`config.mk`:
```
export PLATFORM = sky130hd
export DESIGN_NAME = aprt_corner
export DESIGN_NICKNAME = d
export VERILOG_FILES = /design/src/rtl/aprt_pkg.sv /design/src/rtl/aprt_corner.sv
export SDC_FILE = /design/constraint.sdc
export NUM_CORES = 2
export LEC_CHECK = 0
export BUFFER_PORTS_ARGS = -buffer_cell sky130_fd_sc_hd__buf_4
export CORE_MARGIN = 1.5
export CORE_UTILIZATION = 30
export CTS_CLUSTER_SIZE = 40
export DETAILED_ROUTE_END_ITERATION = 12
export PLACE_DENSITY = 0.61
export SLEW_MARGIN = 30
export SYNTH_ARGS = -nofsm -noshare
export SYNTH_HDL_FRONTEND = slang
export SYNTH_SLANG_ARGS = --single-unit
```
`constraint.sdc`:
```
create_clock -name clock -period 61.8 [get_ports clock]
set_input_delay 0 -clock clock [delete_from_list [all_inputs] [get_ports clock]]
set_output_delay 0 -clock clock [all_outputs]
set_load 0.05 [all_outputs]
```
`src/rtl/aprt_pkg.sv`:
```
// Package for the affine point/rectangle transform.
// Holds shared widths, operation and register codes, the coefficient set
// and the saturation function. Depends on nothing.
package aprt_pkg;

   localparam int COEF_W          = 32;
   localparam int OUT_W           = 32;
   localparam int OP_W            = 2;
   localparam int CORNERS         = 4;
   localparam int DEF_COORD_WIDTH = 16;
   localparam int DEF_FRAC_BITS   = 16;
   localparam int NUM_REGS        = 6;
   localparam int CSR_ADDR_W      = $clog2(NUM_REGS * 4);
   localparam int REG_IDX_W       = CSR_ADDR_W - 2;
   localparam int CSR_DATA_W      = 32;
   localparam int SAT_IN_W        = 64;

   typedef enum logic [OP_W-1:0] {
      OP_POINT = 2'd0,
      OP_SIZE  = 2'd1,
      OP_RECT  = 2'd2
   } op_type;

   localparam logic [REG_IDX_W-1:0] REG_COEF_A  = REG_IDX_W'(0);
   localparam logic [REG_IDX_W-1:0] REG_COEF_B  = REG_IDX_W'(1);
   localparam logic [REG_IDX_W-1:0] REG_COEF_C  = REG_IDX_W'(2);
   localparam logic [REG_IDX_W-1:0] REG_COEF_D  = REG_IDX_W'(3);
   localparam logic [REG_IDX_W-1:0] REG_SHIFT_X = REG_IDX_W'(4);
   localparam logic [REG_IDX_W-1:0] REG_SHIFT_Y = REG_IDX_W'(5);

   typedef struct packed {
      logic [COEF_W-1:0] a;
      logic [COEF_W-1:0] b;
      logic [COEF_W-1:0] c;
      logic [COEF_W-1:0] d;
      logic [COEF_W-1:0] tx;
      logic [COEF_W-1:0] ty;
   } coef_set_type;

   localparam logic signed [SAT_IN_W-1:0] SAT_MAX =
      {{(SAT_IN_W-OUT_W+1){1'b0}}, {(OUT_W-1){1'b1}}};
   localparam logic signed [SAT_IN_W-1:0] SAT_MIN =
      {{(SAT_IN_W-OUT_W+1){1'b1}}, {(OUT_W-1){1'b0}}};

   function automatic logic signed [OUT_W-1:0] sat_out(input logic signed [SAT_IN_W-1:0] v);
      logic signed [OUT_W-1:0] r;
      if (v > SAT_MAX) begin
         r = SAT_MAX[OUT_W-1:0];
      end else if (v < SAT_MIN) begin
         r = SAT_MIN[OUT_W-1:0];
      end else begin
         r = v[OUT_W-1:0];
      end
      return r;
   endfunction

endpackage

```
`src/rtl/aprt_corner.sv`:
```
// Pipeline stages 2 and 3: base sums, then the four exact corner sums.
// Uses aprt_pkg for widths and the coefficient set.
module aprt_corner
   import aprt_pkg::*;
#(
   parameter int  COORD_WIDTH = DEF_COORD_WIDTH,
   localparam int PROD_W      = COEF_W + COORD_WIDTH,
   localparam int ACC_W       = COEF_W + COORD_WIDTH + 3
) (
   input  logic                     clock,
   input  logic                     reset,
   input  logic                     in_valid,
   output logic                     in_ready,
   input  logic [OP_W-1:0]          in_op,
   input  logic signed [PROD_W-1:0] in_ax,
   input  logic signed [PROD_W-1:0] in_cy,
   input  logic signed [PROD_W-1:0] in_aw,
   input  logic signed [PROD_W-1:0] in_ch,
   input  logic signed [PROD_W-1:0] in_bx,
   input  logic signed [PROD_W-1:0] in_dy,
   input  logic signed [PROD_W-1:0] in_bw,
   input  logic signed [PROD_W-1:0] in_dh,
   input  coef_set_type             coefs,
   output logic                     out_valid,
   input  logic                     out_ready,
   output logic [OP_W-1:0]          out_op,
   output logic signed [ACC_W-1:0]  out_cx [CORNERS],
   output logic signed [ACC_W-1:0]  out_cy [CORNERS],
   output logic signed [ACC_W-1:0]  out_szx,
   output logic signed [ACC_W-1:0]  out_szy
);

   logic signed [ACC_W-1:0] tx_ext, ty_ext;
   logic                    s2_v_ff, s3_v_ff, s2_ready, s3_ready;
   logic [OP_W-1:0]         s2_op_ff, s3_op_ff;
   logic signed [ACC_W-1:0] basex_ff, basey_ff, szx_ff, szy_ff;
   logic signed [ACC_W-1:0] ewx_ff, ehx_ff, ewy_ff, ehy_ff;
   logic signed [ACC_W-1:0] cx_ff [CORNERS];
   logic signed [ACC_W-1:0] cy_ff [CORNERS];
   logic signed [ACC_W-1:0] s3_szx_ff, s3_szy_ff;

   assign tx_ext = ACC_W'($signed(coefs.tx));
   assign ty_ext = ACC_W'($signed(coefs.ty));

   assign s3_ready = !s3_v_ff || out_ready;
   assign s2_ready = !s2_v_ff || s3_ready;
   assign in_ready = s2_ready;

   always_ff @(posedge clock) begin
      if (reset) begin
         s2_v_ff <= 1'b0;
         s3_v_ff <= 1'b0;
      end else begin
         if (s2_ready) begin
            s2_v_ff <= in_valid;
         end
         if (s3_ready) begin
            s3_v_ff <= s2_v_ff;
         end
      end
   end

   always_ff @(posedge clock) begin
      if (in_valid && s2_ready) begin
         s2_op_ff <= in_op;
         basex_ff <= ACC_W'(in_ax) + ACC_W'(in_cy) + tx_ext;
         basey_ff <= ACC_W'(in_bx) + ACC_W'(in_dy) + ty_ext;
         szx_ff   <= ACC_W'(in_aw) + ACC_W'(in_ch);
         szy_ff   <= ACC_W'(in_bw) + ACC_W'(in_dh);
         ewx_ff   <= ACC_W'(in_aw);
         ehx_ff   <= ACC_W'(in_ch);
         ewy_ff   <= ACC_W'(in_bw);
         ehy_ff   <= ACC_W'(in_dh);
      end
   end

   // corner order: origin, +w, +h, +w+h
   always_ff @(posedge clock) begin
      if (s2_v_ff && s3_ready) begin
         s3_op_ff  <= s2_op_ff;
         cx_ff[0]  <= basex_ff;
         cx_ff[1]  <= basex_ff + ewx_ff;
         cx_ff[2]  <= basex_ff + ehx_ff;
         cx_ff[3]  <= basex_ff + szx_ff;
         cy_ff[0]  <= basey_ff;
         cy_ff[1]  <= basey_ff + ewy_ff;
         cy_ff[2]  <= basey_ff + ehy_ff;
         cy_ff[3]  <= basey_ff + szy_ff;
         s3_szx_ff <= szx_ff;
         s3_szy_ff <= szy_ff;
      end
   end

   assign out_valid = s3_v_ff;
   assign out_op    = s3_op_ff;
   assign out_cx    = cx_ff;
   assign out_cy    = cy_ff;
   assign out_szx   = s3_szx_ff;
   assign out_szy   = s3_szy_ff;

endmodule

```
==> results.md <==
Clocking:
- The clock tree synthesis step divided the H-tree into 3 levels.
- The tree is rooted in a sky130_fd_sc_hd__clkbuf_16.
- Clock tree synthesis inserted a total of 105 buffers.
- The clock reaches the later pin of the worst-skew pair after 750 ps.
- In this run the post-CTS setup repair buffer count came out at 0.
- The clock-pin slew reported for the worst setup and hold paths after clock tree synthesis is 60 ps.
- The clock tree from TritonCTS is done.
- The number of clock sinks is 900.
- The buffer levels on the longest clock path is 3.

Worst setup path:
- By instance count, the cell type seen most on the critical path is sky130_fd_sc_hd__dlygate4sd3_1.
- On the critical path the largest part of the delay comes from compound AO/OA/AOI/OAI gates.
- STA classifies the critical path startpoint as an input pin.
- The cell depth of the worst setup path is 17.
- For the worst setup path, the data arrival time is 5590 ps.
- The endpoint class of the critical path is a flip-flop.
- The largest fanout on the critical path is 3.
- Counting both buffers and inverters, the worst setup path holds a total of 4.
- The largest single stage delay on the critical path is 550 ps.
- The classification of the worst setup path is input pin to flip-flop.
- In this run the register-to-register setup slack is 57340 ps.
- Traced cell by cell, the critical path runs through dlygate4sd3_1, buf_4, fa_1, dlygate4sd3_1, ha_1, fa_1, a211oi_1, o21ai_0, nand3_1, a2111oi_2, o211ai_1, o221ai_1, nor2_1, o21ai_1, a221oi_1, xnor2_1, dlygate4sd3_1.
- The data required time at the worst endpoint is 62290 ps.
- The number of cells on the worst reg-to-reg path is 12.
- The standard cell with the maximum stage delay on the critical path is sky130_fd_sc_hd__dlygate4sd3_1.

Synth:
- In this run the mean area of a mapped cell was 11.5 sq um.
- The dominant synthesized flop cell is sky130_fd_sc_hd__edfxtp_1.
- The synthesized netlist net count is 6041.
- Of all cell types, the one taking the most synthesized area is sky130_fd_sc_hd__edfxtp_1.
- The count of yosys warnings during synthesis is 0.
- After synthesis the netlist holds a flip-flop and latch count of 900.
- In the synthesized netlist, the number of instances is 4861.
- Of the synthesized area, sequential elements account for 48.4%.
- The number of synthesized flops with an enable pin is 898.
- The proportion of netlist area held by the largest area contributor is 48.3%.
- The share of async-settable or async-resettable flops after synthesis is 0%.
- The cell area after synthesis is 55800 sq um.
- By area the synthesized netlist is led by sky130_fd_sc_hd__edfxtp_1 48%, sky130_fd_sc_hd__ha_1 11%, sky130_fd_sc_hd__a21o_1 4.5%, sky130_fd_sc_hd__xnor2_1 4.5%, sky130_fd_sc_hd__a21oi_1 4.4%.
- After synthesis, the netlist uses 91 different library cells.

Route:
- The detailed-route via count is 46.0k.
- The detailed router finished its first iteration with 2843 violations.
- In the routed design, unresolved DRC markers number 0.
- For this block, the routed nets add up to 212000 microns of wire.
- The total iterations of the first detailed-routing run is 9.
- The routed length per placed instance is 23.8 microns.
- The detail-routed via count per cell is 5.15.
- The detail route stage leaves a number of antenna-violating nets equal to 0.

STA:
- Adding up every negative setup slack in the final design gives 0 ps.
- The worst pin sits at a relative slew slack of 31.5%.
- The number of setup violations in the final report is 0.
- The clock period minus final worst setup slack is 5100 ps.
- The number of hold violations in the final report is 0.
- The final number of max-transition violations is 0.
- The slew of the pin with the lowest slew margin is 1030 ps.
- The smallest hold slack is 46.2 ps.
- The share of the clock period used by the worst path after layout is 8.25%.
- Setup repair after global routing left no endpoint under its margin.
- The peak clock frequency supported by timing is 0.196 GHz.
- For the final database, setup skew stands at 32.3 ps.

Pwr:
- The leakage component of the power is 30.8 nW.
- Power comes to 2.87 mW.
- For this design the ratio of total power to cell area is 38.3 nW/um^2.
- The worst-case IR drop observed on VDD is 0.0257 mV.

Global route:
- In the global route stage, met2 resource usage came out at 40.0%.
- The global-route track usage on met1 is 23.7%.
- The number of global-route vias before repair came to 46.7k.
- The number of antenna violations at the first check in global routing came to 21.
- The first global-routing pass estimated 300000 microns of wire.
- The most used routing layer is met2.
- The total routing usage reported by global routing is 21.6%.
- The global-route congestion overflow total is 0.
- The global-route track usage on met3 is 4.06%.
- The maximum number of pins on one net before global-route repair is 134.

Finish:
- The final-layout fill cell count is 17.6k.
- The number of cells in the finished layout apart from fillers is 8934.
- Summing all multi-input logic gate instances after layout gives 27800 sq um.
- Compared with the post-synthesis result, the final layout area differs by 34.2%.
- The final core utilization is 40.4%.
- The number of nets in the layout is 7535.
- The area taken by flip-flops and latches is 27000 sq um.
- In the final layout, the share of cells above drive strength 1 is 18.8%.

Hold path:
- The depth of the worst hold-timing path is 2.
- The kind of path behind the tightest hold check is input pin to flip-flop.

Floorplan:
- The die covers 189000 sq um.
- The initialized floorplan defines 158 standard-cell rows.
- The effective utilization at floorplan is 30.1%.
- The die extent in y is 434 microns.
- The core area is 185000 sq um.
- The floorplan step set the die width to 434 microns.
- 1096 I/O pins were placed.

Outcome:
- The run finished with clean final reports.

Flow run:
- The max-capacitance violation count is 0.

Placement:
- At the end of routability-driven placement, the weighted congestion stood at 0.953.
- The number of placed instances, taps included, is 8174.
- The detailed placement HPWL is 168000 microns.
- During placement, the flow inserted port buffers numbering 967.
==> flip-flops by register name, indices dropped and copies added, names as in the netlist, 49 cells and up <==
register / flops
out_szx: 49
szy_ff: 49
basey_ff: 50
out_cx: 203
basex_ff: 50
out_cy: 203
out_szy: 49
szx_ff: 49
==> power breakdown <==
group | internal, mW | switching (mW)
registers | 0.834 | 0.0956
logic | 0.487 | 0.803
clock network | 0.385 | 0.265
==> metrics by stage <==
step	setup slack, ps	cell area, sq um
finish	56700	74900
floorplan	37360	55800
global route	56530	74900
detailed placement	57090	65800
CTS	56870	74800
global placement	57200	65800
==> repair_timing <==
| action | in CTS | in global routing |
|---|---|---|
| endpoints found under the hold margin | 368 | 0 |
| hold buffers | 553 | 0 |
| gates resized for setup | 0 | 0 |
| setup endpoints to repair | 0 | 0 |
==> metal layers <==
layer | vias up | share of wire (%)
met5 | - | 0.0071
met4 | 2 | 4.8
met3 | 349 | 6.2
met2 | 1681 | 52
met1 | 22382 | 37
li1 | 21617 | -
==> cells in the mapped netlist (all sizes together) (70+ instances only) <==
master and number:
a21oi 494, nand3 109, nor2 215, clkbuf 143, nand4 94, nor2b 70, ha 492, edfxtp 898
a31oi 78, fa 106, o21ai 270, nand2 264, xor2 158, xnor2 285, inv 122, a21o 335
o21bai 75
==> worst paths after layout <==
check,start,to
setup reg to reg,basey_ff[0]$_DFFE_PP_,out_cy[48]$_DFFE_PP_
setup / recovery,coefs[1],basey_ff[47]$_DFFE_PP_
hold reg to reg,s2_op_ff[1]$_DFFE_PP_,out_op[1]$_DFFE_PP_
hold / removal,in_bw[13],ewy_ff[13]$_DFFE_PP_
==> cell usage in the layout (no fill, tap or decap), drive strengths merged, types with 12 or more instances in the layout <==
| cell type | synthesis | layout |
|---|---|---|
| buf | 13 | 990 |
| edfxtp | 898 | 898 |
| dlygate4sd3 | 0 | 553 |
| a21oi | 494 | 494 |
| ha | 492 | 492 |
| a21o | 335 | 335 |
| xnor2 | 285 | 285 |
| o21ai | 270 | 270 |
| nand2 | 264 | 264 |
| nor2 | 215 | 215 |
| xor2 | 158 | 158 |
| inv | 122 | 130 |
| clkbuf | 143 | 125 |
| nand3 | 109 | 109 |
| fa | 106 | 106 |
| nand4 | 94 | 94 |
| a31oi | 78 | 78 |
| o21bai | 75 | 75 |
| nor2b | 70 | 70 |
| nor3 | 65 | 65 |
| and3 | 61 | 61 |
| nand2b | 55 | 55 |
| o21a | 47 | 47 |
| a211oi | 39 | 39 |
| and2 | 33 | 33 |
| clkinv | 0 | 33 |
| o211ai | 31 | 31 |
| o31ai | 25 | 25 |
| a221oi | 21 | 21 |
| a41oi | 19 | 19 |
| and4 | 18 | 18 |
| a2111oi | 18 | 18 |
| diode | 0 | 17 |
| bufinv | 0 | 16 |
| a311oi | 15 | 15 |
| or3 | 14 | 14 |
| or2 | 14 | 14 |
| a21boi | 14 | 14 |
| a211o | 13 | 13 |
| a31o | 12 | 12 |
==> layout make-up <==
cell class	instances	area share, %
Antenna cell	17	0.0568
Clock buffer	125	3.69
Clock inverter	64	1.04
Inverter	122	0.611
Multi-Input combinational cell	3683	37.0
Sequential cell	900	36.0
Tap cell	2480	4.14
Timing Repair Buffer	1543	17.4
==> cell families (layout without fill, tap and decap cells) <==
group,after synthesis,in the layout,synth area share [%]
AND/OR/NAND/NOR,1041,1041,9.29
flip-flops,900,900,48.4
other,0,17,0
multiplexers,3,3,0.0583
AO/OA/AOI/OAI,1598,1598,18.6
XOR/XNOR,443,443,6.95
adder cells (fa/ha/maj),598,598,14.8
buffers and inverters,278,1854,1.93
No activity file was read; power rests on OpenSTA's default activity.
