===== src/rtl/aprt_pkg.sv =====
// Package for the affine point/rectangle transform.
// Holds shared widths, operation and register codes, the coefficient set
// and the saturation function. Depends on nothing.
package aprt_pkg;

   localparam int COEF_W          = 32;
   localparam int OUT_W           = 32;
   localparam int OP_W            = 2;
   localparam int CORNERS         = 4;
   localparam int DEF_COORD_WIDTH = 16;
   localparam int DEF_FRAC_BITS   = 16;
   localparam int NUM_REGS        = 6;
   localparam int CSR_ADDR_W      = $clog2(NUM_REGS * 4);
   localparam int REG_IDX_W       = CSR_ADDR_W - 2;
   localparam int CSR_DATA_W      = 32;
   localparam int SAT_IN_W        = 64;

   typedef enum logic [OP_W-1:0] {
      OP_POINT = 2'd0,
      OP_SIZE  = 2'd1,
      OP_RECT  = 2'd2
   } op_type;

   localparam logic [REG_IDX_W-1:0] REG_COEF_A  = REG_IDX_W'(0);
   localparam logic [REG_IDX_W-1:0] REG_COEF_B  = REG_IDX_W'(1);
   localparam logic [REG_IDX_W-1:0] REG_COEF_C  = REG_IDX_W'(2);
   localparam logic [REG_IDX_W-1:0] REG_COEF_D  = REG_IDX_W'(3);
   localparam logic [REG_IDX_W-1:0] REG_SHIFT_X = REG_IDX_W'(4);
   localparam logic [REG_IDX_W-1:0] REG_SHIFT_Y = REG_IDX_W'(5);

   typedef struct packed {
      logic [COEF_W-1:0] a;
      logic [COEF_W-1:0] b;
      logic [COEF_W-1:0] c;
      logic [COEF_W-1:0] d;
      logic [COEF_W-1:0] tx;
      logic [COEF_W-1:0] ty;
   } coef_set_type;

   localparam logic signed [SAT_IN_W-1:0] SAT_MAX =
      {{(SAT_IN_W-OUT_W+1){1'b0}}, {(OUT_W-1){1'b1}}};
   localparam logic signed [SAT_IN_W-1:0] SAT_MIN =
      {{(SAT_IN_W-OUT_W+1){1'b1}}, {(OUT_W-1){1'b0}}};

   function automatic logic signed [OUT_W-1:0] sat_out(input logic signed [SAT_IN_W-1:0] v);
      logic signed [OUT_W-1:0] r;
      if (v > SAT_MAX) begin
         r = SAT_MAX[OUT_W-1:0];
      end else if (v < SAT_MIN) begin
         r = SAT_MIN[OUT_W-1:0];
      end else begin
         r = v[OUT_W-1:0];
      end
      return r;
   endfunction

endpackage


===== src/rtl/aprt_bbox.sv =====
// Pipeline stages 4 to 6: min/max tree, floor, extent, saturation and the
// output register. Uses aprt_pkg for widths, operation codes and sat_out.
module aprt_bbox
   import aprt_pkg::*;
#(
   parameter int  COORD_WIDTH = DEF_COORD_WIDTH,
   parameter int  FRAC_BITS   = DEF_FRAC_BITS,
   localparam int ACC_W       = COEF_W + COORD_WIDTH + 3
) (
   input  logic                     clock,
   input  logic                     reset,
   input  logic                     in_valid,
   output logic                     in_ready,
   input  logic [OP_W-1:0]          in_op,
   input  logic signed [ACC_W-1:0]  in_cx [CORNERS],
   input  logic signed [ACC_W-1:0]  in_cy [CORNERS],
   input  logic signed [ACC_W-1:0]  in_szx,
   input  logic signed [ACC_W-1:0]  in_szy,
   output logic                     out_valid,
   input  logic                     out_ready,
   output logic signed [OUT_W-1:0]  out_x,
   output logic signed [OUT_W-1:0]  out_y,
   output logic signed [OUT_W-1:0]  out_width,
   output logic signed [OUT_W-1:0]  out_height
);

   localparam int FL_W  = ACC_W - FRAC_BITS;
   localparam int EXT_W = FL_W + 1;

   logic                    s4_v_ff, s5_v_ff, s6_v_ff;
   logic                    s4_ready, s5_ready, s6_ready;
   logic [OP_W-1:0]         s4_op_ff, s5_op_ff, s6_op_ff;
   logic signed [ACC_W-1:0] lox01_ff, hix01_ff, lox23_ff, hix23_ff;
   logic signed [ACC_W-1:0] loy01_ff, hiy01_ff, loy23_ff, hiy23_ff;
   logic signed [ACC_W-1:0] ptx_ff, pty_ff, s4_szx_ff, s4_szy_ff;
   logic signed [ACC_W-1:0] lox_in, hix_in, loy_in, hiy_in;
   logic signed [FL_W-1:0]  fl_lox_ff, fl_hix_ff, fl_loy_ff, fl_hiy_ff;
   logic signed [FL_W-1:0]  fl_ptx_ff, fl_pty_ff, fl_szx_ff, fl_szy_ff;
   logic signed [EXT_W-1:0] extx, exty;
   logic signed [OUT_W-1:0] x_in, y_in, width_in, height_in;
   logic signed [OUT_W-1:0] x_ff, y_ff, width_ff, height_ff;

   assign s6_ready = !s6_v_ff || out_ready;
   assign s5_ready = !s5_v_ff || s6_ready;
   assign s4_ready = !s4_v_ff || s5_ready;
   assign in_ready = s4_ready;

   always_ff @(posedge clock) begin
      if (reset) begin
         s4_v_ff <= 1'b0;
         s5_v_ff <= 1'b0;
         s6_v_ff <= 1'b0;
      end else begin
         if (s4_ready) begin
            s4_v_ff <= in_valid;
         end
         if (s5_ready) begin
            s5_v_ff <= s4_v_ff;
         end
         if (s6_ready) begin
            s6_v_ff <= s5_v_ff;
         end
      end
   end

   // stage 4: pairwise min/max
   always_ff @(posedge clock) begin
      if (in_valid && s4_ready) begin
         s4_op_ff  <= in_op;
         lox01_ff  <= (in_cx[1] < in_cx[0]) ? in_cx[1] : in_cx[0];
         hix01_ff  <= (in_cx[1] > in_cx[0]) ? in_cx[1] : in_cx[0];
         lox23_ff  <= (in_cx[3] < in_cx[2]) ? in_cx[3] : in_cx[2];
         hix23_ff  <= (in_cx[3] > in_cx[2]) ? in_cx[3] : in_cx[2];
         loy01_ff  <= (in_cy[1] < in_cy[0]) ? in_cy[1] : in_cy[0];
         hiy01_ff  <= (in_cy[1] > in_cy[0]) ? in_cy[1] : in_cy[0];
         loy23_ff  <= (in_cy[3] < in_cy[2]) ? in_cy[3] : in_cy[2];
         hiy23_ff  <= (in_cy[3] > in_cy[2]) ? in_cy[3] : in_cy[2];
         ptx_ff    <= in_cx[0];
         pty_ff    <= in_cy[0];
         s4_szx_ff <= in_szx;
         s4_szy_ff <= in_szy;
      end
   end

   // stage 5: final min/max, then floor by arithmetic shift
   assign lox_in = (lox23_ff < lox01_ff) ? lox23_ff : lox01_ff;
   assign hix_in = (hix23_ff > hix01_ff) ? hix23_ff : hix01_ff;
   assign loy_in = (loy23_ff < loy01_ff) ? loy23_ff : loy01_ff;
   assign hiy_in = (hiy23_ff > hiy01_ff) ? hiy23_ff : hiy01_ff;

   always_ff @(posedge clock) begin
      if (s4_v_ff && s5_ready) begin
         s5_op_ff  <= s4_op_ff;
         fl_lox_ff <= FL_W'(lox_in >>> FRAC_BITS);
         fl_hix_ff <= FL_W'(hix_in >>> FRAC_BITS);
         fl_loy_ff <= FL_W'(loy_in >>> FRAC_BITS);
         fl_hiy_ff <= FL_W'(hiy_in >>> FRAC_BITS);
         fl_ptx_ff <= FL_W'(ptx_ff >>> FRAC_BITS);
         fl_pty_ff <= FL_W'(pty_ff >>> FRAC_BITS);
         fl_szx_ff <= FL_W'(s4_szx_ff >>> FRAC_BITS);
         fl_szy_ff <= FL_W'(s4_szy_ff >>> FRAC_BITS);
      end
   end

   // stage 6: extent, saturation, selection
   assign extx = EXT_W'(fl_hix_ff) - EXT_W'(fl_lox_ff);
   assign exty = EXT_W'(fl_hiy_ff) - EXT_W'(fl_loy_ff);

   always_comb begin
      x_in      = '0;
      y_in      = '0;
      width_in  = '0;
      height_in = '0;
      case (s5_op_ff)
         OP_POINT: begin
            x_in = sat_out(SAT_IN_W'(fl_ptx_ff));
            y_in = sat_out(SAT_IN_W'(fl_pty_ff));
         end
         OP_SIZE: begin
            width_in  = sat_out(SAT_IN_W'(fl_szx_ff));
            height_in = sat_out(SAT_IN_W'(fl_szy_ff));
         end
         OP_RECT: begin
            x_in      = sat_out(SAT_IN_W'(fl_lox_ff));
            y_in      = sat_out(SAT_IN_W'(fl_loy_ff));
            width_in  = sat_out(SAT_IN_W'(extx));
            height_in = sat_out(SAT_IN_W'(exty));
         end
         default: ;
      endcase
   end

   always_ff @(posedge clock) begin
      if (s5_v_ff && s6_ready) begin
         s6_op_ff  <= s5_op_ff;
         x_ff      <= x_in;
         y_ff      <= y_in;
         width_ff  <= width_in;
         height_ff <= height_in;
      end
   end

   assign out_valid  = s6_v_ff;
   assign out_x      = x_ff;
   assign out_y      = y_ff;
   assign out_width  = width_ff;
   assign out_height = height_ff;

`ifndef SYNTHESIS
   a_lo_le_hi: assert property (@(posedge clock) disable iff (reset)
      s5_v_ff |-> (fl_lox_ff <= fl_hix_ff) && (fl_loy_ff <= fl_hiy_ff))
      else $error("bounding box min above max");

   a_rect_extent: assert property (@(posedge clock) disable iff (reset)
      s6_v_ff && (s6_op_ff == OP_RECT) |-> !width_ff[OUT_W-1] && !height_ff[OUT_W-1])
      else $error("negative rectangle extent");

   a_point_no_size: assert property (@(posedge clock) disable iff (reset)
      s6_v_ff && (s6_op_ff == OP_POINT) |-> (width_ff == '0) && (height_ff == '0))
      else $error("point beat carries a size");

   a_size_no_origin: assert property (@(posedge clock) disable iff (reset)
      s6_v_ff && (s6_op_ff == OP_SIZE) |-> (x_ff == '0) && (y_ff == '0))
      else $error("size beat carries an origin");

   a_stall_holds: assert property (@(posedge clock) disable iff (reset)
      s6_v_ff && !out_ready |=> s6_v_ff && $stable(x_ff) && $stable(width_ff))
      else $error("output stage changed while stalled");
`endif

endmodule


===== config.mk =====
export PLATFORM = sky130hd
export DESIGN_NAME = aprt_bbox
export DESIGN_NICKNAME = d
export VERILOG_FILES = /design/src/rtl/aprt_pkg.sv /design/src/rtl/aprt_bbox.sv
export SDC_FILE = /design/constraint.sdc
export NUM_CORES = 2
export LEC_CHECK = 0
export BUFFER_PORTS_ARGS = -buffer_cell sky130_fd_sc_hd__buf_2
export CAP_MARGIN = 40
export CORE_MARGIN = 2
export CORE_UTILIZATION = 53
export DETAILED_ROUTE_END_ITERATION = 6
export PLACE_DENSITY = 0.77
export SYNTH_ARGS = -nofsm -noshare
export SYNTH_HDL_FRONTEND = slang
export SYNTH_SLANG_ARGS = --single-unit

===== constraint.sdc =====
create_clock -name clock -period 29.1 [get_ports clock]
set_input_delay 1.455 -clock clock [delete_from_list [all_inputs] [get_ports clock]]
set_output_delay 1.455 -clock clock [all_outputs]
set_load 0.05 [all_outputs]

==> flow_summary.toml <==
[final_layout]
register_area_sq_um = 28900
fillers = 7421
areaGrowthSynthToFinish_pct = 16.2
design_area_sq_um = 60300
postLayoutCoreUtil_pct = 62.2
drive_above_1_share_pct = 25.5
fin_nets = 5874
multi_input_area_sq_um = 20700
stdcell_count = 6291

[sta]
finClkSkew_ps = 63.4
worstMarginPinSlew_ps = 954
period_share_pct = 17.4
fmax_mhz = 198
finalSetupViolations = 0
final.setup.tns_ps = 0
slew_headroom_pct = 36.4
drv_slew = 0
final_hold_viol_count = 0
rsz0062_at_grt = "false"
min_period_ps = 5050

[setup_path]
critPathLaunchType = "input pin"
cp.required_ps = 29560
cp.arrival_ps = 5510
path_max_fanout = 102
ff2ff_setup_slack_ps = 24830
r2r-end = "fl_hiy_ff[9]"
path_class = "in2reg"
reg2reg_from = "hiy23_ff[38]"
cp-end-kind = "flip-flop"
r2r_cells = 9

[hold_path]
worstHoldEndpoint = "fl_szy_ff[32]"
hold_class = "reg2reg"
whs_path_depth = 0
hp-start = "s4_szy_ff[48]"

[synth]
synth.distinct_cells = 81
ys.warnings.count = 0
synth_ff_type = "edfxtp_1"
yosysTopAreaCell = "edfxtp_1"
syn_area_sq_um = 51900
async_reset_ff_share_pct = 0
ys_ff_latch = 963
avgSynthCellArea_sq_um = 12.2
seq_area_frac_synth_pct = 55.7
synth_top_area_share_pct = 55.6
syn-instance-count = 4247
ys_top_cells_by_area = "edfxtp_1 56%, ha_1 12%, mux2_2 8.6%"
synth_edf_count = 960
synth_nets = 5244

[global_routing]
grt_pass1_vias = 34800
antenna_found_initial = 88
overflow = 0
grt_max_degree = 150
grt_pass1_wl_um = 213000
grt_util_all_layers_pct = 28.7

[pwr]
power_density_nw_per_um2 = 66.6
clkPwrFrac_pct = 33.3
switchingPower_uw = 1190
ir_drop_mv = 0.0484
power_leakage_uw = 0.0257
pwr-share-comb_pct = 22.7
power_uw = 4010
p_seq_share_pct = 43.9
netSwitchingFraction_pct = 29.6
p_int_uw = 2820

[routing]
drt_iter0_drc = 4296
postRouteAntennaNets = 0
wl_um = 147000
vias_per_cell = 5.85
drc = 0
first_pass_iters = 6
wire_per_inst_um = 23.4
vias = 36800

[die]
die_w_um = 317
die_h_um = 317
core_sq_um = 96900
rows = 114
die_area_sq_um = 100000
start_util_pct = 53.6
ios = 646

[placement]
place_area_sq_um = 56700
dpl.cell_count = 6048
gp_congestion = 0.938
port_buffers = 613
hpwl_um = 113000

[run_status]
outcome = "finished clean"

[clock_tree]
hold_buffers = 0
htree_levels = 3
clock_latency_ps = 720
cts-resized-gates = 0
cts_tree = "built"
clockBufferDepth = 3
post_cts.repair.setup_buffers = 0
numCtsBuffers = 103
root_buffer = "clkbuf_16"
cts.clk_slew.worst_paths_ps = 60
clock_sinks = 963

[run]
drv_cap = 0
[metal layers]
metal	up-vias	part of all wire [%]	GRT usage, %
met3	305	9.4	5.78
met1	17700	43	42.2
met2	1650	43	41.9
li1	17100	-	-
met5	-	0.14	0
met4	34	3.9	11.0
[power groups by stage]
stage	logic, uW	clock network [uW]	registers, uW
final	913	1340	1760
after global routing	993	1410	1770
after CTS	898	1350	1760
after detailed placement	888	0	1790
after global placement	864	0	1780
after floorplan	564	0	1830
[worst max-delay path by stage]
stage / startpoint / end / slack [ps] / depth (start not counted)
after CTS: in_cy[178] / hiy01_ff[35] / 24130 / 15
after global placement: in_cy[177] / hiy01_ff[35] / 23320 / 14
final: in_cy[178] / hiy01_ff[35] / 24050 / 15
after floorplan: out_ready / fl_hix_ff[0] / 5910 / 2
after detailed placement: in_cy[178] / hiy01_ff[35] / 23390 / 15
after global routing: in_cy[183] / hiy01_ff[35] / 23820 / 15
[synth_stat cells, types with 30 or more instances]
library cell	count
clkbuf_1	102
o211ai_1	55
nor3_1	30
a21oi_1	191
nand2_1	308
a21o_1	188
nor2_1	82
nand4_1	101
o21ai_0	437
inv_1	507
mux2_2	398
ha_1	479
nand3_1	45
edfxtp_1	960
[registers in the layout, summed over array words and instances (netlist names), 51 cells and up]
register  count
loy01_ff     51
hiy01_ff     51
loy23_ff     51
hix23_ff     51
hiy23_ff     51
lox23_ff     51
lox01_ff     51
hix01_ff     51
[through the flow]
step	hold slack (ps)	setup WS (ps)
6_report	405	24050
3_5_place_dp	405	23390
5_1_grt	412	23820
3_3_place_gp	401	23320
2_1_floorplan	400	5910
4_1_cts	409	24130
[kinds of logic (layout without fill, tap and decap cells)]
| family | after synthesis | in the layout | share of synthesized area, % |
|---|---|---|---|
| fa+ha+maj | 481 | 481 | 11.6 |
| flops | 963 | 963 | 55.7 |
| xor+xnor | 58 | 58 | 0.979 |
| other cells | 0 | 49 | 0 |
| mux | 400 | 400 | 8.68 |
| simple gates | 681 | 681 | 6.31 |
| compound gates | 1017 | 1017 | 11.9 |
| buf+inv | 647 | 1366 | 4.83 |
[worst max-delay path, stage by stage]
cell and delay, ps:
buf_2 160, inv_1 70, ha_1 300, nand4_1 160, nor3_1 200, and2_1 150
nor3b_1 450, a221oi_1 150, o211ai_1 190, a21oi_4 90, buf_4 430, a21oi_4 570
buf_8 240, buf_4 410, mux2_2 420
[cell usage in the layout, fill, tap and decap left out, types with 11 or more instances in the layout]
master and count:
edfxtp_1 960, buf_2 613, a21o_1 188, nor2_1 82, o211ai_1 55, clkinv_2 17
nor2b_1 26, and2_1 14, inv_1 507, nor3_1 30, a21oi_1 185, ha_1 479
diode_2 49, o21a_1 16, o21ai_0 437, clkinvlp_4 13, nand4_1 101, nand2_1 308
bufinv_16 11, mux2_2 398, nand2b_1 16, xnor2_1 29, buf_4 39, nand3_1 45
xor2_1 29, clkinv_1 18, clkbuf_1 17, clkbuf_16 103
[cell type report]
type,instances,area share (%)
multi-input cells,2637,34.3
flip-flops and latches,963,47.9
clock buffers,122,4.43
diodes,49,0.204
inverters,507,3.16
repair buffers,665,6.01
clock inverters,72,1.32
well taps,1276,2.65
No activity file was read; power rests on OpenSTA's default activity.
