## src/rtl/aprt_pkg.sv

```systemverilog
// Package for the affine point/rectangle transform.
// Holds shared widths, operation and register codes, the coefficient set
// and the saturation function. Depends on nothing.
package aprt_pkg;

   localparam int COEF_W          = 32;
   localparam int OUT_W           = 32;
   localparam int OP_W            = 2;
   localparam int CORNERS         = 4;
   localparam int DEF_COORD_WIDTH = 16;
   localparam int DEF_FRAC_BITS   = 16;
   localparam int NUM_REGS        = 6;
   localparam int CSR_ADDR_W      = $clog2(NUM_REGS * 4);
   localparam int REG_IDX_W       = CSR_ADDR_W - 2;
   localparam int CSR_DATA_W      = 32;
   localparam int SAT_IN_W        = 64;

   typedef enum logic [OP_W-1:0] {
      OP_POINT = 2'd0,
      OP_SIZE  = 2'd1,
      OP_RECT  = 2'd2
   } op_type;

   localparam logic [REG_IDX_W-1:0] REG_COEF_A  = REG_IDX_W'(0);
   localparam logic [REG_IDX_W-1:0] REG_COEF_B  = REG_IDX_W'(1);
   localparam logic [REG_IDX_W-1:0] REG_COEF_C  = REG_IDX_W'(2);
   localparam logic [REG_IDX_W-1:0] REG_COEF_D  = REG_IDX_W'(3);
   localparam logic [REG_IDX_W-1:0] REG_SHIFT_X = REG_IDX_W'(4);
   localparam logic [REG_IDX_W-1:0] REG_SHIFT_Y = REG_IDX_W'(5);

   typedef struct packed {
      logic [COEF_W-1:0] a;
      logic [COEF_W-1:0] b;
      logic [COEF_W-1:0] c;
      logic [COEF_W-1:0] d;
      logic [COEF_W-1:0] tx;
      logic [COEF_W-1:0] ty;
   } coef_set_type;

   localparam logic signed [SAT_IN_W-1:0] SAT_MAX =
      {{(SAT_IN_W-OUT_W+1){1'b0}}, {(OUT_W-1){1'b1}}};
   localparam logic signed [SAT_IN_W-1:0] SAT_MIN =
      {{(SAT_IN_W-OUT_W+1){1'b1}}, {(OUT_W-1){1'b0}}};

   function automatic logic signed [OUT_W-1:0] sat_out(input logic signed [SAT_IN_W-1:0] v);
      logic signed [OUT_W-1:0] r;
      if (v > SAT_MAX) begin
         r = SAT_MAX[OUT_W-1:0];
      end else if (v < SAT_MIN) begin
         r = SAT_MIN[OUT_W-1:0];
      end else begin
         r = v[OUT_W-1:0];
      end
      return r;
   endfunction

endpackage

```

## src/rtl/aprt_csr.sv

```systemverilog
// Register file for the affine transform: matrix and translation registers.
// Uses aprt_pkg for register codes and the coefficient set.
module aprt_csr
   import aprt_pkg::*;
#(
   parameter int FRAC_BITS = DEF_FRAC_BITS
) (
   input  logic                  clock,
   input  logic                  reset,
   input  logic                  psel,
   input  logic                  penable,
   input  logic                  pwrite,
   input  logic [CSR_ADDR_W-1:0] paddr,
   input  logic [CSR_DATA_W-1:0] pwdata,
   output logic [CSR_DATA_W-1:0] prdata,
   output logic                  pready,
   output coef_set_type          coefs
);

   localparam logic [COEF_W-1:0] UNITY = COEF_W'(1) << FRAC_BITS;

   logic [COEF_W-1:0]    coef_a_ff, coef_b_ff, coef_c_ff, coef_d_ff;
   logic [COEF_W-1:0]    shift_x_ff, shift_y_ff;
   logic [REG_IDX_W-1:0] reg_idx;
   logic                 wr_en;

   assign reg_idx = paddr[CSR_ADDR_W-1:2];
   assign pready  = 1'b1;
   assign wr_en   = psel && penable && pwrite && pready;

   always_ff @(posedge clock) begin
      if (reset) begin
         coef_a_ff  <= UNITY;
         coef_b_ff  <= '0;
         coef_c_ff  <= '0;
         coef_d_ff  <= UNITY;
         shift_x_ff <= '0;
         shift_y_ff <= '0;
      end else if (wr_en) begin
         case (reg_idx)
            REG_COEF_A:  coef_a_ff  <= pwdata;
            REG_COEF_B:  coef_b_ff  <= pwdata;
            REG_COEF_C:  coef_c_ff  <= pwdata;
            REG_COEF_D:  coef_d_ff  <= pwdata;
            REG_SHIFT_X: shift_x_ff <= pwdata;
            REG_SHIFT_Y: shift_y_ff <= pwdata;
            default: ;
         endcase
      end
   end

   always_comb begin
      case (reg_idx)
         REG_COEF_A:  prdata = coef_a_ff;
         REG_COEF_B:  prdata = coef_b_ff;
         REG_COEF_C:  prdata = coef_c_ff;
         REG_COEF_D:  prdata = coef_d_ff;
         REG_SHIFT_X: prdata = shift_x_ff;
         REG_SHIFT_Y: prdata = shift_y_ff;
         default:     prdata = '0;
      endcase
   end

   assign coefs.a  = coef_a_ff;
   assign coefs.b  = coef_b_ff;
   assign coefs.c  = coef_c_ff;
   assign coefs.d  = coef_d_ff;
   assign coefs.tx = shift_x_ff;
   assign coefs.ty = shift_y_ff;

endmodule

```

## config.mk

```make
export PLATFORM = sky130hd
export DESIGN_NAME = aprt_csr
export DESIGN_NICKNAME = d
export VERILOG_FILES = /design/src/rtl/aprt_pkg.sv /design/src/rtl/aprt_csr.sv
export SDC_FILE = /design/constraint.sdc
export NUM_CORES = 1
export LEC_CHECK = 0
export BUFFER_PORTS_ARGS = -buffer_cell sky130_fd_sc_hd__buf_2
export CAP_MARGIN = 20
export CELL_PAD_IN_SITES_DETAIL_PLACEMENT = 2
export CELL_PAD_IN_SITES_GLOBAL_PLACEMENT = 2
export CORE_UTILIZATION = 32
export DETAILED_ROUTE_END_ITERATION = 7
export PLACE_DENSITY = 0.87
export SKIP_CTS_REPAIR_TIMING = 1
export SLEW_MARGIN = 5
export SYNTH_ARGS = -nofsm -noshare
export SYNTH_HDL_FRONTEND = slang
export SYNTH_SLANG_ARGS = --single-unit
```

## constraint.sdc

```tcl
create_clock -name clock -period 2.05 [get_ports clock]
set_input_delay 0.41 -clock clock [delete_from_list [all_inputs] [get_ports clock]]
set_output_delay 0.41 -clock clock [all_outputs]
set_load 0.02 [all_outputs]
```

==> impl_metrics.tcl, run 1 <==
set metrics [dict create \
    avgSynthCellArea_um2 10.5 \
    io_pins 267 \
    grt_pass1_vias 8433 \
    die_w_um 170 \
    area_delta_synth_final_pct 32.8 \
    maxCapViolCount 0 \
    synth_edf_count 0 \
    cp_data_arrival_time_ns 1.61 \
    critical_path.max_fanout 11 \
    wl_met3_mm 1.88 \
    dr_wl_met2_mm 18.0 \
    topRoutingLayerUsed "met5" \
    drc_errors 0 \
    yosysMostFrequentCell "nand2b_1" \
    synth.area.top_cells "dfxtp_1 (42%), mux2i_1 (23%), nand2b_1 (16%), mux2_1 (4.3%), mux2_2 (2.2%)" \
    status "finished clean" \
    clkSinkCount 192 \
    slowest_stage "or2_4" \
    dpl.hpwl_mm 24.8 \
    p_leak_nw 6.21 \
    hold_viol 0 \
    rows 61 \
    yosys-top-cells-count "nand2b_1 (227), mux2i_1 (206), dfxtp_1 (192)" \
    fmax_ghz 0.496 \
    synth.distinct_cells 30 \
    critPathRequiredTime_ns 1.64 \
    synth.largest_area_cell "dfxtp_1" \
    cts_tree "built" \
    grt_pass1_wl_mm 51.4 \
    drtPass1Iterations 4 \
    dieArea_um2 29000 \
    period_share_pct 98.4 \
    initial_core_util_pct 32.5 \
    netlist_area_um2 9060 \
    async_flop_share_pct 0 \
    drt_wl_total_mm 35.8 \
    path_clk_slew_ns 0.07 \
    grtUsageTotal_pct 23.8 \
    crit_path_frequent_cell "buf_8" \
    gp_congestion 0.759 \
    grt_overflow 0 \
    viasPerCell 5.07 \
    dr_total_vias 7742 \
    synth_seq_cells 192 \
    synth_top_area_share_pct 42.4 \
    synth_nets 906 \
    rsz0062_at_grt "true" \
    worstHoldPathType "input port to register" \
    grt_max_degree 88 \
    clockBufferDepth 2 \
    netlist_instances 864 \
    dieHeight_um 170 \
    cp-start-kind "input port" \
    cts_root_buf "clkbuf_16" \
    slew_viol_final 0 \
    utilization_pct 43.2 \
    synth-warning-count 0 \
    instances_no_fill 1527 \
    critPathCaptureType "output port" \
    power.density_nw_per_um2 648 \
    grt_antenna_before_repair 3 \
    seq_area_frac_synth_pct 42.4 \
    cts_buffers 17 \
    critical_path_class "input port to output port" \
    dp_cells 1486 \
    ant_nets 0 \
    fp.coreArea_um2 27900 \
    wl_met1_mm 15.2 \
    drt_iter0_markers 292 \
    setup_violations 0 \
    h-tree-depth 4 \
    ir_drop_uv 369 \
    synth_ff_type "dfxtp_1" \
    slowest_delay_ns 0.31 \
    wl_per_cell_um 23.4 \
    io_buffers 263 \
    clock_latency_ns 0.43 \
    drive_above_1_share_pct 35.8 \
    min_period_ns 2.02 \
    path_cells "buf_8, buf_8, or2_4, o32ai_2, a221o_1, buf_4" \
    clock_skew_ns 0 \
    fin_nets 1177 \
]
[layout by cell type (no fill, tap or decap), types with 12 or more instances in the layout]
cell type / Yosys / routed
buf_2: 16 / 249
a22oi_1: 21 / 20
mux2i_1: 206 / 205
a32oi_1: 13 / 12
nand2b_1: 227 / 227
buf_12: 0 / 18
buf_4: 17 / 43
mux2_1: 35 / 32
clkbuf_16: 0 / 20
mux2_2: 18 / 19
dfxtp_1: 192 / 185
[final timing paths]
path	from	end	slack [ns]	cells after the start
max reg2reg	coef_a_ff[29]	coef_a_ff[29]	1.24	2
min	pwdata[16]	coef_d_ff[16]	0.28	3
max	paddr[3]	prdata[3]	0.03	6
min reg2reg	coef_c_ff[7]	coef_c_ff[7]	0.49	2
[registers in the layout (all words and copies together) (netlist names)]
name / count
coef_a_ff: 32
coef_b_ff: 32
coef_c_ff: 32
coef_d_ff: 32
shift_x_ff: 32
shift_y_ff: 32
[per-stage QoR]
step | instance area (um2) | hold WS (ns) | TNS [ns] | power [W] | worst slack, ns
after CTS | 11700 | 0.274 | -3.47 | 0.00781 | -0.325
after floorplan | 9060 | 0.554 | 0 | 0.00425 | 0.114
after detailed placement | 11100 | 0.489 | -3.40 | 0.00456 | -0.332
final | 12000 | 0.282 | 0 | 0.00780 | 0.0319
after global placement | 11100 | 0.469 | -1.53 | 0.00454 | -0.202
after global routing | 12000 | 0.308 | -0.0252 | 0.00809 | -0.0155
[where the power goes]
group	total, W	switching, W	internal [W]
sequential	0.00378	0.0000250	0.00375
clock	0.00326	0.00166	0.00161
combinational	0.000765	0.000442	0.000323
total	0.00780	0.00212	0.00568
[layer usage]
layer / GRT usage, % / up-vias
li1: - / 3559
met1: 27.9 / 3928
met2: 42.5 / 209
met3: 6.12 / 44
met4: 6.85 / 2
met5: 0 / -
[worst max-delay path, delay by kind of cell]
kind / cells / cell delay, ns
compound gates: 2 / 0.42
buf+inv: 3 / 0.46
simple gates: 1 / 0.31
[layout make-up]
class | count | area (um2)
Clock buffer | 18 | 429
Inverter | 6 | 22.5
Antenna cell | 2 | 5.00
Fill cell | 2989 | 15800
Sequential cell | 192 | 3850
Clock inverter | 13 | 124
Timing Repair Buffer | 323 | 2140
Tap cell | 378 | 473
Multi-Input combinational cell | 595 | 4990
[kinds of logic after synthesis]
kind of cell | after synthesis | synth area share, %
mux | 259 | 29.3
simple gates | 253 | 17.2
flops | 192 | 42.4
compound gates | 82 | 6.83
buf+inv | 77 | 4.20
other cells | 1 | 0.0414
(Power assumes the default switching activity.)
==> run 2, diff against run 1 <==
--- a/config.mk
+++ b/config.mk
@@ -5,13 +5,14 @@
 export SDC_FILE = /design/constraint.sdc
 export NUM_CORES = 1
 export LEC_CHECK = 0
+export ABC_AREA = 1
 export BUFFER_PORTS_ARGS = -buffer_cell sky130_fd_sc_hd__buf_2
-export CAP_MARGIN = 20
+export CAP_MARGIN = 25
 export CELL_PAD_IN_SITES_DETAIL_PLACEMENT = 2
 export CELL_PAD_IN_SITES_GLOBAL_PLACEMENT = 2
-export CORE_UTILIZATION = 32
+export CORE_UTILIZATION = 27
 export DETAILED_ROUTE_END_ITERATION = 7
-export PLACE_DENSITY = 0.87
+export PLACE_DENSITY = 0.88
 export SKIP_CTS_REPAIR_TIMING = 1
 export SLEW_MARGIN = 5
 export SYNTH_ARGS = -nofsm -noshare
==> run 2 against run 1 <==
Against the previous run:
- sequential power increased by 1%
- fmax increased by 2.2%
- setup slack improved by 0.043 ns
- largest cell class unchanged
==> impl_metrics.tcl, run 2 <==
set metrics [dict create \
    relSlewSlack_pct 66.2 \
    setup_violations 0 \
    preCtsSetupSlack_ns -0.0136 \
    switching_power_w 0.00230 \
    dp_cells 2147 \
    critical_path_class "input port to output port" \
    drc_errors 0 \
    netSwitchingFraction_pct 27.9 \
    slowest_delay_ns 0.20 \
    gp_congestion 0.777 \
    path_cells "buf_4, inv_4, nand2_1, nor2_4, buf_12, buf_4, a21oi_1, nand2_1, buf_2" \
    die_w_um 187 \
    synth_compound_area_share_pct 1.35 \
    seq_area_frac_synth_pct 41.5 \
    hold_ws_ns 0.230 \
    dpl.hpwl_mm 30.9 \
    p_leak_nw 6.02 \
    ant_nets 0 \
    grt_max_degree 53 \
    synth.distinct_cells 17 \
    critical_path.max_fanout 18 \
    fin_nets 1768 \
    rsz0062_at_grt "true" \
    avgSynthCellArea_um2 6.21 \
    final_cell_mix "nor2_1 (435), nand2_1 (382), buf_2 (259), nand3_1 (195), dfxtp_1 (192)" \
    critPathCaptureType "output port" \
    grt_pass1_wl_mm 69.1 \
    slowest_stage "buf_12" \
    hold_viol 0 \
    yosys.area_share.simple_pct 48.9 \
    drt_iter0_markers 525 \
    synth.area.top_cells "dfxtp_1 (41%), nor2_1 (18%), nand2_1 (16%), nand3_1 (11%), nand4_1 (4.4%)" \
    cts_tree "built" \
    synth_ff_type "dfxtp_1" \
    slew_viol_final 0 \
    h-tree-depth 4 \
    synth_top_family_by_area "simple AND/OR/NAND/NOR gates" \
    status "finished clean" \
    synth_top_area_share_pct 41.5 \
    drtPass1Iterations 5 \
    reg2reg_depth 2 \
    ir_drop_uv 599 \
    power.density_nw_per_um2 672 \
    synth_mux_area_share_pct 0 \
    netlist_instances 1492 \
    dieHeight_um 187 \
    period_share_pct 96.3 \
    cts_buffers 17 \
    initial_core_util_pct 27.6 \
    fmax_ghz 0.506 \
    power_frac_comb_pct 11.8 \
    worst_slack_ns 0.0750 \
    min_period_ns 1.97 \
    yosys-top-cells-count "nor2_1 (442), nand2_1 (383), nand3_1 (195)" \
    cp-start-kind "input port" \
    seqPwrFrac_pct 46.4 \
    drive_above_1_share_pct 21.6 \
    setup_tns_ns 0 \
    grt_antenna_before_repair 3 \
    cp_data_arrival_time_ns 1.56 \
    wl_per_cell_um 20.8 \
    min_path_cells 3 \
    synth_fa_ha_area_share_pct 0 \
    synth_seq_cells 192 \
    grtUsageTotal_pct 25.4 \
    area_delta_synth_final_pct 32.1 \
    clock_skew_ns 0 \
    worstHoldPathType "input port to register" \
    synth_edf_count 0 \
    fill_cells 4121 \
    grt_overflow 0 \
    path_clk_slew_ns 0.07 \
    worstMarginPinSlew_ns 0.507 \
    critPathRequiredTime_ns 1.64 \
    io_pins 267 \
    synth_nets 1534 \
    fp.coreArea_um2 33600 \
    clkSinkCount 192 \
    netlist_area_um2 9270 \
    viasPerCell 5.08 \
    rows 67 \
    io_buffers 263 \
    synth.largest_area_cell "dfxtp_1" \
    p_clk_share_pct 41.8 \
    dr_total_vias 11100 \
    maxCapViolCount 0 \
    dieArea_um2 35100 \
    layout_commonest_cell "nor2_1" \
    grt_pass1_vias 12000 \
    async_flop_share_pct 0 \
    cts_root_buf "clkbuf_16" \
    synth-warning-count 0 \
    instances_no_fill 2189 \
    clockBufferDepth 2 \
    fin_total_pwr_w 0.00822 \
    synth_xor_area_share_pct 0 \
    p_int_w 0.00593 \
    clock_latency_ns 0.45 \
    yosysMostFrequentCell "nor2_1" \
    drt_wl_total_mm 45.5 \
]
[run 2: layout make-up]
type / count / area, um2 / area share, %
Antenna cell: 3 / 7.51 / 0.0613
Clock buffer: 22 / 464 / 3.79
Clock inverter: 9 / 110 / 0.899
Inverter: 69 / 274 / 2.24
Multi-Input combinational cell: 1117 / 4730 / 38.6
Sequential cell: 192 / 3840 / 31.4
Tap cell: 448 / 561 / 4.58
Timing Repair Buffer: 329 / 2260 / 18.4
[run 2: routing by layer]
metal	GRT usage [%]	part of all wire (%)	up-vias
met5	0	0	-
met4	9.90	2.5	0
met3	3.75	4.3	63
met2	45.0	50	302
met1	30.7	43	5600
li1	-	-	5155
[run 2: path summary, 6_finish.rpt]
path         slack (ns)           from       endpoint
max                0.08       paddr[4]     prdata[19]
min                0.23     pwdata[16]  coef_a_ff[16]
max reg2reg        1.32  coef_b_ff[25]  coef_b_ff[25]
min reg2reg        0.50  coef_d_ff[18]  coef_d_ff[18]
[run 2: worst max-delay path, delay by kind of cell]
kind                   cells  cell delay (ns)
buffers and inverters      5             0.72
AND/OR/NAND/NOR            3             0.35
AO/OA/AOI/OAI              1             0.06
[run 2: power groups by stage]
| stage | Combinational, W | Sequential (W) | Clock [W] |
|---|---|---|---|
| after floorplan | 0.000449 | 0.00395 | 0 |
| after global placement | 0.000887 | 0.00390 | 0 |
| after detailed placement | 0.000930 | 0.00391 | 0 |
| after CTS | 0.000941 | 0.00382 | 0.00348 |
| after global routing | 0.00104 | 0.00382 | 0.00361 |
| final | 0.000969 | 0.00382 | 0.00344 |
[run 2: logic make-up (layout without fill, tap and decap cells)]
group                  count (synthesis)  after routing
AOI/OAI and AO/OA                     25             25
buffers and inverters                183            429
DFF                                  192            192
other                                  1              4
and+or+nand+nor                     1091           1091
[run 2: through the flow]
step | utilization, % | cell area [um2]
6_report | 36.4 | 12200
3_5_place_dp | 34.3 | 11500
2_1_floorplan | - | 9270
4_1_cts | 36.0 | 12100
3_3_place_gp | 34.3 | 11500
5_1_grt | 36.4 | 12200
